--- config.mk ---
export PLATFORM = sky130hd
export DESIGN_NAME = pinned_slot_table
export DESIGN_NICKNAME = d
export VERILOG_FILES = /design/src/rtl/pst_pkg.sv /design/src/rtl/pst_lookup.sv /design/src/rtl/pinned_slot_table.sv
export SDC_FILE = /design/constraint.sdc
export NUM_CORES = 1
export LEC_CHECK = 0
export BUFFER_PORTS_ARGS = -buffer_cell sky130_fd_sc_hd__buf_2
export CORE_ASPECT_RATIO = 0.9
export CORE_MARGIN = 3
export CORE_UTILIZATION = 30
export CTS_CLUSTER_SIZE = 40
export DETAILED_ROUTE_END_ITERATION = 8
export GPL_ROUTABILITY_DRIVEN = 0
export PLACE_DENSITY_LB_ADDON = 0.2
export SYNTH_ARGS = -nofsm -noshare
export SYNTH_HDL_FRONTEND = slang
export SYNTH_SLANG_ARGS = --single-unit
--- constraint.sdc ---
create_clock -name clk -period 8.3 [get_ports clk]
set_input_delay 0.83 -clock clk [delete_from_list [all_inputs] [get_ports clk]]
set_output_delay 0.83 -clock clk [all_outputs]
set_load 0.03 [all_outputs]
--- src/rtl/pst_pkg.sv ---
package pst_pkg;

  localparam int POOL_SLOTS = 8;
  localparam int SLOT_W     = (POOL_SLOTS > 1) ? $clog2(POOL_SLOTS) : 1;
  localparam int KEY_W      = 31;
  localparam int PIN_W      = 16;
  localparam int CNT_W      = 7;
  localparam int EVT_W      = 32;
  localparam int IDX_W      = 6;

  localparam logic [PIN_W-1:0] PIN_MAX = '1;

  localparam logic [1:0] CMD_LOAD   = 2'd0;
  localparam logic [1:0] CMD_UNLOAD = 2'd1;
  localparam logic [1:0] CMD_PROBE  = 2'd2;

  localparam logic [2:0] ST_HIT      = 3'd0;
  localparam logic [2:0] ST_INSERTED = 3'd1;
  localparam logic [2:0] ST_FULL     = 3'd2;
  localparam logic [2:0] ST_UNPINNED = 3'd3;
  localparam logic [2:0] ST_RELEASED = 3'd4;
  localparam logic [2:0] ST_NOTFOUND = 3'd5;
  localparam logic [2:0] ST_PRESENT  = 3'd6;
  localparam logic [2:0] ST_ABSENT   = 3'd7;

  typedef struct packed {
    logic [1:0]       command;
    logic [KEY_W-1:0] key_id;
  } in_item_t;

  typedef struct packed {
    logic [2:0]       status;
    logic [IDX_W-1:0] slot_index;
    logic [PIN_W-1:0] pins_after;
    logic [CNT_W-1:0] usage_now;
    logic [CNT_W-1:0] usage_peak;
    logic [EVT_W-1:0] loads_total;
    logic [EVT_W-1:0] releases_total;
    logic [EVT_W-1:0] blocked_total;
  } out_item_t;

  typedef struct packed {
    logic              hit;
    logic [SLOT_W-1:0] hit_idx;
    logic              free;
    logic [SLOT_W-1:0] free_idx;
  } lookup_t;

endpackage

--- src/rtl/pst_lookup.sv ---
module pst_lookup (
  input  logic [pst_pkg::KEY_W-1:0]      key,
  input  logic [pst_pkg::POOL_SLOTS-1:0] valid,
  input  logic [pst_pkg::KEY_W-1:0]      keys [pst_pkg::POOL_SLOTS],
  output pst_pkg::lookup_t               res
);
  import pst_pkg::*;

  // Scan from the top down so the lowest matching / free slot wins.
  always_comb begin
    res = '0;
    for (int i = POOL_SLOTS - 1; i >= 0; i--) begin
      if (valid[i] && (keys[i] == key)) begin
        res.hit     = 1'b1;
        res.hit_idx = SLOT_W'(i);
      end
      if (!valid[i]) begin
        res.free     = 1'b1;
        res.free_idx = SLOT_W'(i);
      end
    end
  end

endmodule

--- src/rtl/pinned_slot_table.sv ---
// Pinned slot table: a small table of keyed slots, each with a 16-bit pin
// count. A load of a held key adds a pin (saturating at 65535); a load of a
// new key takes the lowest free slot with one pin, or reports full and counts
// a blocked event when no slot is free, leaving the caller to retry. An unload
// drops one pin and releases the slot at zero; an unknown key reports not
// found. A probe (command two, and also the unused command three) reports
// presence. Every item yields exactly one result carrying the occupancy, the
// peak occupancy and three wrapping event counters. The block takes one item
// per clock cycle unless stalled by output back-pressure: the item is held in
// an input register, all slots are compared against its key in parallel, the
// table is updated and the result is captured in an output register. The next
// item sees the table as left by the previous one without any bubble. Output
// back-pressure stalls the input only when both the input and output registers
// are full. After reset the table is empty and all counters are zero; no
// clearing pass is needed.
module pinned_slot_table (
  input  logic               clk,
  input  logic               rst_n,
  input  logic               in_valid,
  output logic               in_ready,
  input  pst_pkg::in_item_t  in_item,
  output logic               out_valid,
  input  logic               out_ready,
  output pst_pkg::out_item_t out_item
);
  import pst_pkg::*;

  // Input register
  logic     s1_valid_r;
  in_item_t s1_item_r;

  // Slot table
  logic [POOL_SLOTS-1:0] slot_valid_r;
  logic [KEY_W-1:0]      slot_key_r  [POOL_SLOTS];
  logic [PIN_W-1:0]      slot_pins_r [POOL_SLOTS];

  // Occupancy and event counters
  logic [CNT_W-1:0] occ_r,  occ_nxt;
  logic [CNT_W-1:0] peak_r, peak_nxt;
  logic [EVT_W-1:0] ins_r,  ins_nxt;
  logic [EVT_W-1:0] rel_r,  rel_nxt;
  logic [EVT_W-1:0] blk_r,  blk_nxt;

  // Result register
  logic      out_valid_r;
  out_item_t out_item_r, out_item_nxt;

  // Slot update request for this cycle
  logic              upd_en;
  logic [SLOT_W-1:0] upd_idx;
  logic              upd_valid;
  logic              upd_key_we;
  logic [PIN_W-1:0]  upd_pins;

  lookup_t          lk;
  logic [PIN_W-1:0] hit_pins;
  logic             advance;

  // Advance the held item whenever the result register is free or draining.
  assign advance  = s1_valid_r && (!out_valid_r || out_ready);
  assign in_ready = !s1_valid_r || advance;

  pst_lookup u_lookup (
    .key   (s1_item_r.key_id),
    .valid (slot_valid_r),
    .keys  (slot_key_r),
    .res   (lk)
  );

  assign hit_pins = slot_pins_r[lk.hit_idx];

  always_comb begin
    occ_nxt    = occ_r;
    peak_nxt   = peak_r;
    ins_nxt    = ins_r;
    rel_nxt    = rel_r;
    blk_nxt    = blk_r;
    upd_en     = 1'b0;
    upd_idx    = lk.hit_idx;
    upd_valid  = 1'b1;
    upd_key_we = 1'b0;
    upd_pins   = hit_pins;

    out_item_nxt = '0;

    case (s1_item_r.command)
      CMD_LOAD: begin
        if (lk.hit) begin
          // Add a pin, saturating at the top.
          upd_en   = 1'b1;
          upd_pins = (hit_pins == PIN_MAX) ? hit_pins : hit_pins + PIN_W'(1);
          out_item_nxt.status     = ST_HIT;
          out_item_nxt.slot_index = IDX_W'(lk.hit_idx);
          out_item_nxt.pins_after = upd_pins;
        end else if (lk.free) begin
          upd_en     = 1'b1;
          upd_idx    = lk.free_idx;
          upd_key_we = 1'b1;
          upd_pins   = PIN_W'(1);
          ins_nxt    = ins_r + EVT_W'(1);
          occ_nxt    = occ_r + CNT_W'(1);
          if (occ_nxt > peak_r) begin
            peak_nxt = occ_nxt;
          end
          out_item_nxt.status     = ST_INSERTED;
          out_item_nxt.slot_index = IDX_W'(lk.free_idx);
          out_item_nxt.pins_after = PIN_W'(1);
        end else begin
          blk_nxt             = blk_r + EVT_W'(1);
          out_item_nxt.status = ST_FULL;
        end
      end
      CMD_UNLOAD: begin
        if (!lk.hit) begin
          out_item_nxt.status = ST_NOTFOUND;
        end else begin
          upd_en                  = 1'b1;
          out_item_nxt.slot_index = IDX_W'(lk.hit_idx);
          if (hit_pins <= PIN_W'(1)) begin
            // Last pin gone: release the slot.
            upd_valid = 1'b0;
            upd_pins  = '0;
            rel_nxt   = rel_r + EVT_W'(1);
            if (occ_r != '0) begin
              occ_nxt = occ_r - CNT_W'(1);
            end
            out_item_nxt.status     = ST_RELEASED;
            out_item_nxt.pins_after = '0;
          end else begin
            upd_pins                = hit_pins - PIN_W'(1);
            out_item_nxt.status     = ST_UNPINNED;
            out_item_nxt.pins_after = upd_pins;
          end
        end
      end
      default: begin
        // Probe; the unused command code behaves the same.
        if (lk.hit) begin
          out_item_nxt.status     = ST_PRESENT;
          out_item_nxt.slot_index = IDX_W'(lk.hit_idx);
          out_item_nxt.pins_after = hit_pins;
        end else begin
          out_item_nxt.status = ST_ABSENT;
        end
      end
    endcase

    out_item_nxt.usage_now      = occ_nxt;
    out_item_nxt.usage_peak     = peak_nxt;
    out_item_nxt.loads_total    = ins_nxt;
    out_item_nxt.releases_total = rel_nxt;
    out_item_nxt.blocked_total  = blk_nxt;
  end

  // Control, valid bits, pin counts and counters
  always_ff @(posedge clk) begin
    if (!rst_n) begin
      s1_valid_r   <= 1'b0;
      out_valid_r  <= 1'b0;
      slot_valid_r <= '0;
      occ_r        <= '0;
      peak_r       <= '0;
      ins_r        <= '0;
      rel_r        <= '0;
      blk_r        <= '0;
      for (int i = 0; i < POOL_SLOTS; i++) begin
        slot_pins_r[i] <= '0;
      end
    end else begin
      if (in_ready) begin
        s1_valid_r <= in_valid;
      end
      out_valid_r <= advance || (out_valid_r && !out_ready);
      if (advance) begin
        occ_r  <= occ_nxt;
        peak_r <= peak_nxt;
        ins_r  <= ins_nxt;
        rel_r  <= rel_nxt;
        blk_r  <= blk_nxt;
        if (upd_en) begin
          slot_valid_r[upd_idx] <= upd_valid;
          slot_pins_r[upd_idx]  <= upd_pins;
        end
      end
    end
  end

  // Payload registers: keys, held item and result
  always_ff @(posedge clk) begin
    if (in_valid && in_ready) begin
      s1_item_r <= in_item;
    end
    if (advance) begin
      out_item_r <= out_item_nxt;
      if (upd_en && upd_key_we) begin
        slot_key_r[upd_idx] <= s1_item_r.key_id;
      end
    end
  end

  assign out_valid = out_valid_r;
  assign out_item  = out_item_r;

endmodule

==> impl_metrics.ini <==
[run_status]
outcome = finished clean

[placed_design]
portBuffers = 170
hpwlAfterDp_um = 63400
placed_cell_area_mm2 = 0.03345
dp_slack_ns = 1.300

[grt]
antenna_found_initial = 0
grt_usage_pct = 17.08
grt_max_degree = 72
grt_pass1_vias = 21126
overflow = 0
grt_first_pass_wirelength_um = 137900

[layout]
fin_area_mm2 = 0.03617
n_fill_cell = 9815
layout-area-overhead-vs-synth_pct = 17.39
multi_input_area_mm2 = 0.01136
drive_above_1_share_pct = 16.32
num-nets-final = 2834
insertedDiodeCount = 0
finalCoreUtilization_pct = 35.86
ff_latch_area_mm2 = 0.01865

[yosys]
ys_types = 89
yosys_register_bits = 661
yosysTopAreaCell = edfxtp_1
syn_avg_cell_area_um2 = 11.94
syn_inst = 2580
synth_top_area_share_pct = 52.72
synth_ff_type = edfxtp_1
ys_warn_count = 0
synthArstFlopShare_pct = 0
synth-edff-count = 541
netlist_area_mm2 = 0.03081
yosysSeqAreaShare_pct = 60.52
yosys-top-cells-area = edfxtp_1, xnor2_1, dfxtp_1

[min_path]
min_path_type = in2reg
hold_end = s1_item_r[9]$_DFFE_PP_
hp-start = in_item[9]
min_path_cells = 1

[sta]
maxSlewViolCount = 0
rsz0062_at_grt = false
fmaxAchievable_mhz = 140.9
finalWorstSetupSlack_ns = 1.201
fin_setup_tns_ns = 0
finalSetupViolations = 0
skew_ns = 0.02809
final.min_clock_period_ns = 7.099
worstMarginPinSlew_ns = 1.183
hold_viol = 0
fin_crit_sh_pct = 85.53
max_slew_margin_pct = 21.16

[die]
die_height_um = 310.0
io-pin-count = 174
die_x_um = 343.8
initial_core_util_pct = 30.54
core_area_mm2 = 0.1009
rows = 110
dieArea_mm2 = 0.1066

[route]
route.met2.wl_um = 41190
top_layer = met4
first_pass_iters = 6
routed_wl_um = 93010
wl_met3_um = 5976
wl_per_cell_um = 22.21
dr.first_iter.drc_count = 2205
drtAntennaViolNets = 0
vias = 21672
drc = 0
avgViaCountPerCell = 5.175
drt-met1-wl_um = 43910

[worst_setup_path]
critPathKind = reg2reg
path_buf_inv = 2
worstPathRequired_ns = 8.67
reg2regPathDepth = 16
cp_slowest_cell = edfxtp_1
path_common_cell = or4_1
critPathCaptureType = flip-flop
max_stage_delay_ns = 1.11
critPathArrivalTime_ns = 7.47
startpoint = s1_item_r[2]$_DFFE_PP_
r2r_slack_ns = 1.20
timing.rr.end = out_item[59]$_DFFE_PP_
startpoint_type = flip-flop
critical_path.max_fanout = 45
crit_chain = xor2_1, or4_1, nor4_2, and4_1, a21boi_1, o21ai_4, buf_12, buf_4, mux2i_1, a22o_1, nor2_1, or4_1, or4b_1, or3_1, or4_4, xnor2_2
crit_family = simple AND/OR/NAND/NOR gates
worst_r2r_startpoint = s1_item_r[2]$_DFFE_PP_

[clocking]
ctsResizeCount = 0
numCtsBuffers = 77
cts.sinks = 661
clk_pin_slew_ns = 0.06
cts_tree = built
clock-root-buffer = clkbuf_16
cts.path.max_buffers = 3
cts.htree.levels = 3
clk_latency_ns = 0.64
cts_setup_buffers = 0
hold_buffers = 0

[job]
max-cap-violations = 0

[power_and_ir_drop]
cellLeakagePower_nw = 11.71
peakVddDrop_mv = 0.1406
power.density_cell_area_mw_per_mm2 = 215.4
p_total_mw = 7.793
-- layer usage --
metal,GRT usage (%),vias to the layer above
li1,-,9921
met1,25.03,10803
met2,26.44,817
met3,2.741,131
met4,4.136,0
met5,0,-
-- sequential cells by signal, indices dropped and copies added (netlist names) --
name	count
slot_key_r	248
out_item	132
slot_pins_r	128
s1_item_r	33
blk_r	32
ins_r	32
rel_r	32
slot_valid_r	8
occ_r	7
peak_r	7
out_valid	1
s1_valid_r	1
-- cell usage in the layout, fill, tap and decap left out, types with 10 or more instances in the layout --
cell / instances
edfxtp_1: 541
xnor2_1: 286
nor2_1: 218
nand2_1: 187
buf_2: 170
nand4_1: 141
dfxtp_1: 120
xor2_1: 119
a21oi_1: 97
buf_4: 94
nor3_1: 88
clkbuf_16: 77
mux2i_1: 65
nor4_1: 61
nand3_1: 59
o21ai_0: 48
inv_1: 40
or3_1: 36
and3_1: 27
o21ai_1: 25
clkbuf_1: 19
a22o_1: 18
a31oi_1: 18
ha_1: 16
or2_2: 14
nand2b_1: 12
o22ai_1: 12
bufinv_16: 12
a211oi_1: 11
clkinv_2: 11
or4_1: 10
-- per-stage QoR --
| stage | hold WS (ns) | std cells |
|---|---|---|
| final | 0.3642 | 4188 |
| after global routing | 0.3317 | 4188 |
| after CTS | 0.3149 | 4188 |
| after detailed placement | 0.4548 | 4046 |
| after global placement | 0.4452 | 4046 |
| after floorplan | 0.4363 | 2582 |
-- final cells by class --
| class | count | area share, % |
|---|---|---|
| Clock buffer | 102 | 5.752 |
| Inverter | 42 | 0.4531 |
| Clock inverter | 40 | 1.771 |
| Timing Repair Buffer | 266 | 4.414 |
| Tap cell | 1344 | 4.649 |
| Multi-Input combinational cell | 1733 | 31.41 |
| Sequential cell | 661 | 51.55 |
-- cells by family (layout without fill, tap and decap cells) --
family                     after synthesis  after routing  share of synthesized area (%)
AOI/OAI and AO/OA                      327            327                          7.126
xor gates and xnor gates               406            406                          11.56
adders and majority gates               16             16                         0.6497
buffers and inverters                  188            450                          2.850
DFF                                    661            661                          60.52
muxes                                   71             71                          2.331
other                                    1              3                        0.01217
and+or+nand+nor                        910            910                          14.95
-- worst max path at each step --
stage	endpoint	slack, ns	depth (start not counted)
2_1_floorplan	out_item[59]$_DFFE_PP_	2.11	24
3_3_place_gp	out_item[59]$_DFFE_PP_	1.39	16
3_5_place_dp	out_item[59]$_DFFE_PP_	1.30	16
4_1_cts	out_item[59]$_DFFE_PP_	1.26	16
5_1_grt	out_item[59]$_DFFE_PP_	0.93	16
6_report	out_item[59]$_DFFE_PP_	1.20	16
-- Yosys cell counts (4+ instances only) --
cell type / number
o31ai_1: 10
a21oi_1: 97
nor2b_1: 4
a21oi_2: 6
o21a_1: 7
mux2i_1: 65
nor2_1: 226
nand3_1: 59
buf_6: 5
o22ai_1: 12
a31oi_1: 18
buf_4: 4
and2_1: 10
nor4_2: 6
a22o_1: 18
nand4_1: 141
xnor2_1: 286
a31o_2: 4
nand2b_1: 13
inv_1: 42
a41oi_1: 5
dfxtp_1: 120
and4_1: 5
a211o_2: 4
nand2_1: 187
clkbuf_1: 83
nor4b_1: 4
buf_1: 10
nor3_1: 88
mux2_2: 6
a211o_1: 7
or2_2: 14
ha_1: 16
o21ai_0: 56
o21ai_1: 17
or4_1: 10
nor4_1: 61
edfxtp_1: 541
or3_1: 36
o2111ai_1: 4
xor2_1: 119
and3_1: 27
buf_2: 39
a211oi_1: 11
-- power by group --
part	internal (mW)	total [mW]	switching (mW)
clock	2.17	3.61	1.44
combinational	0.135	0.468	0.333
sequential	3.66	3.71	0.0572
total	5.96	7.79	1.83
Power figures use the tool's default switching activity.
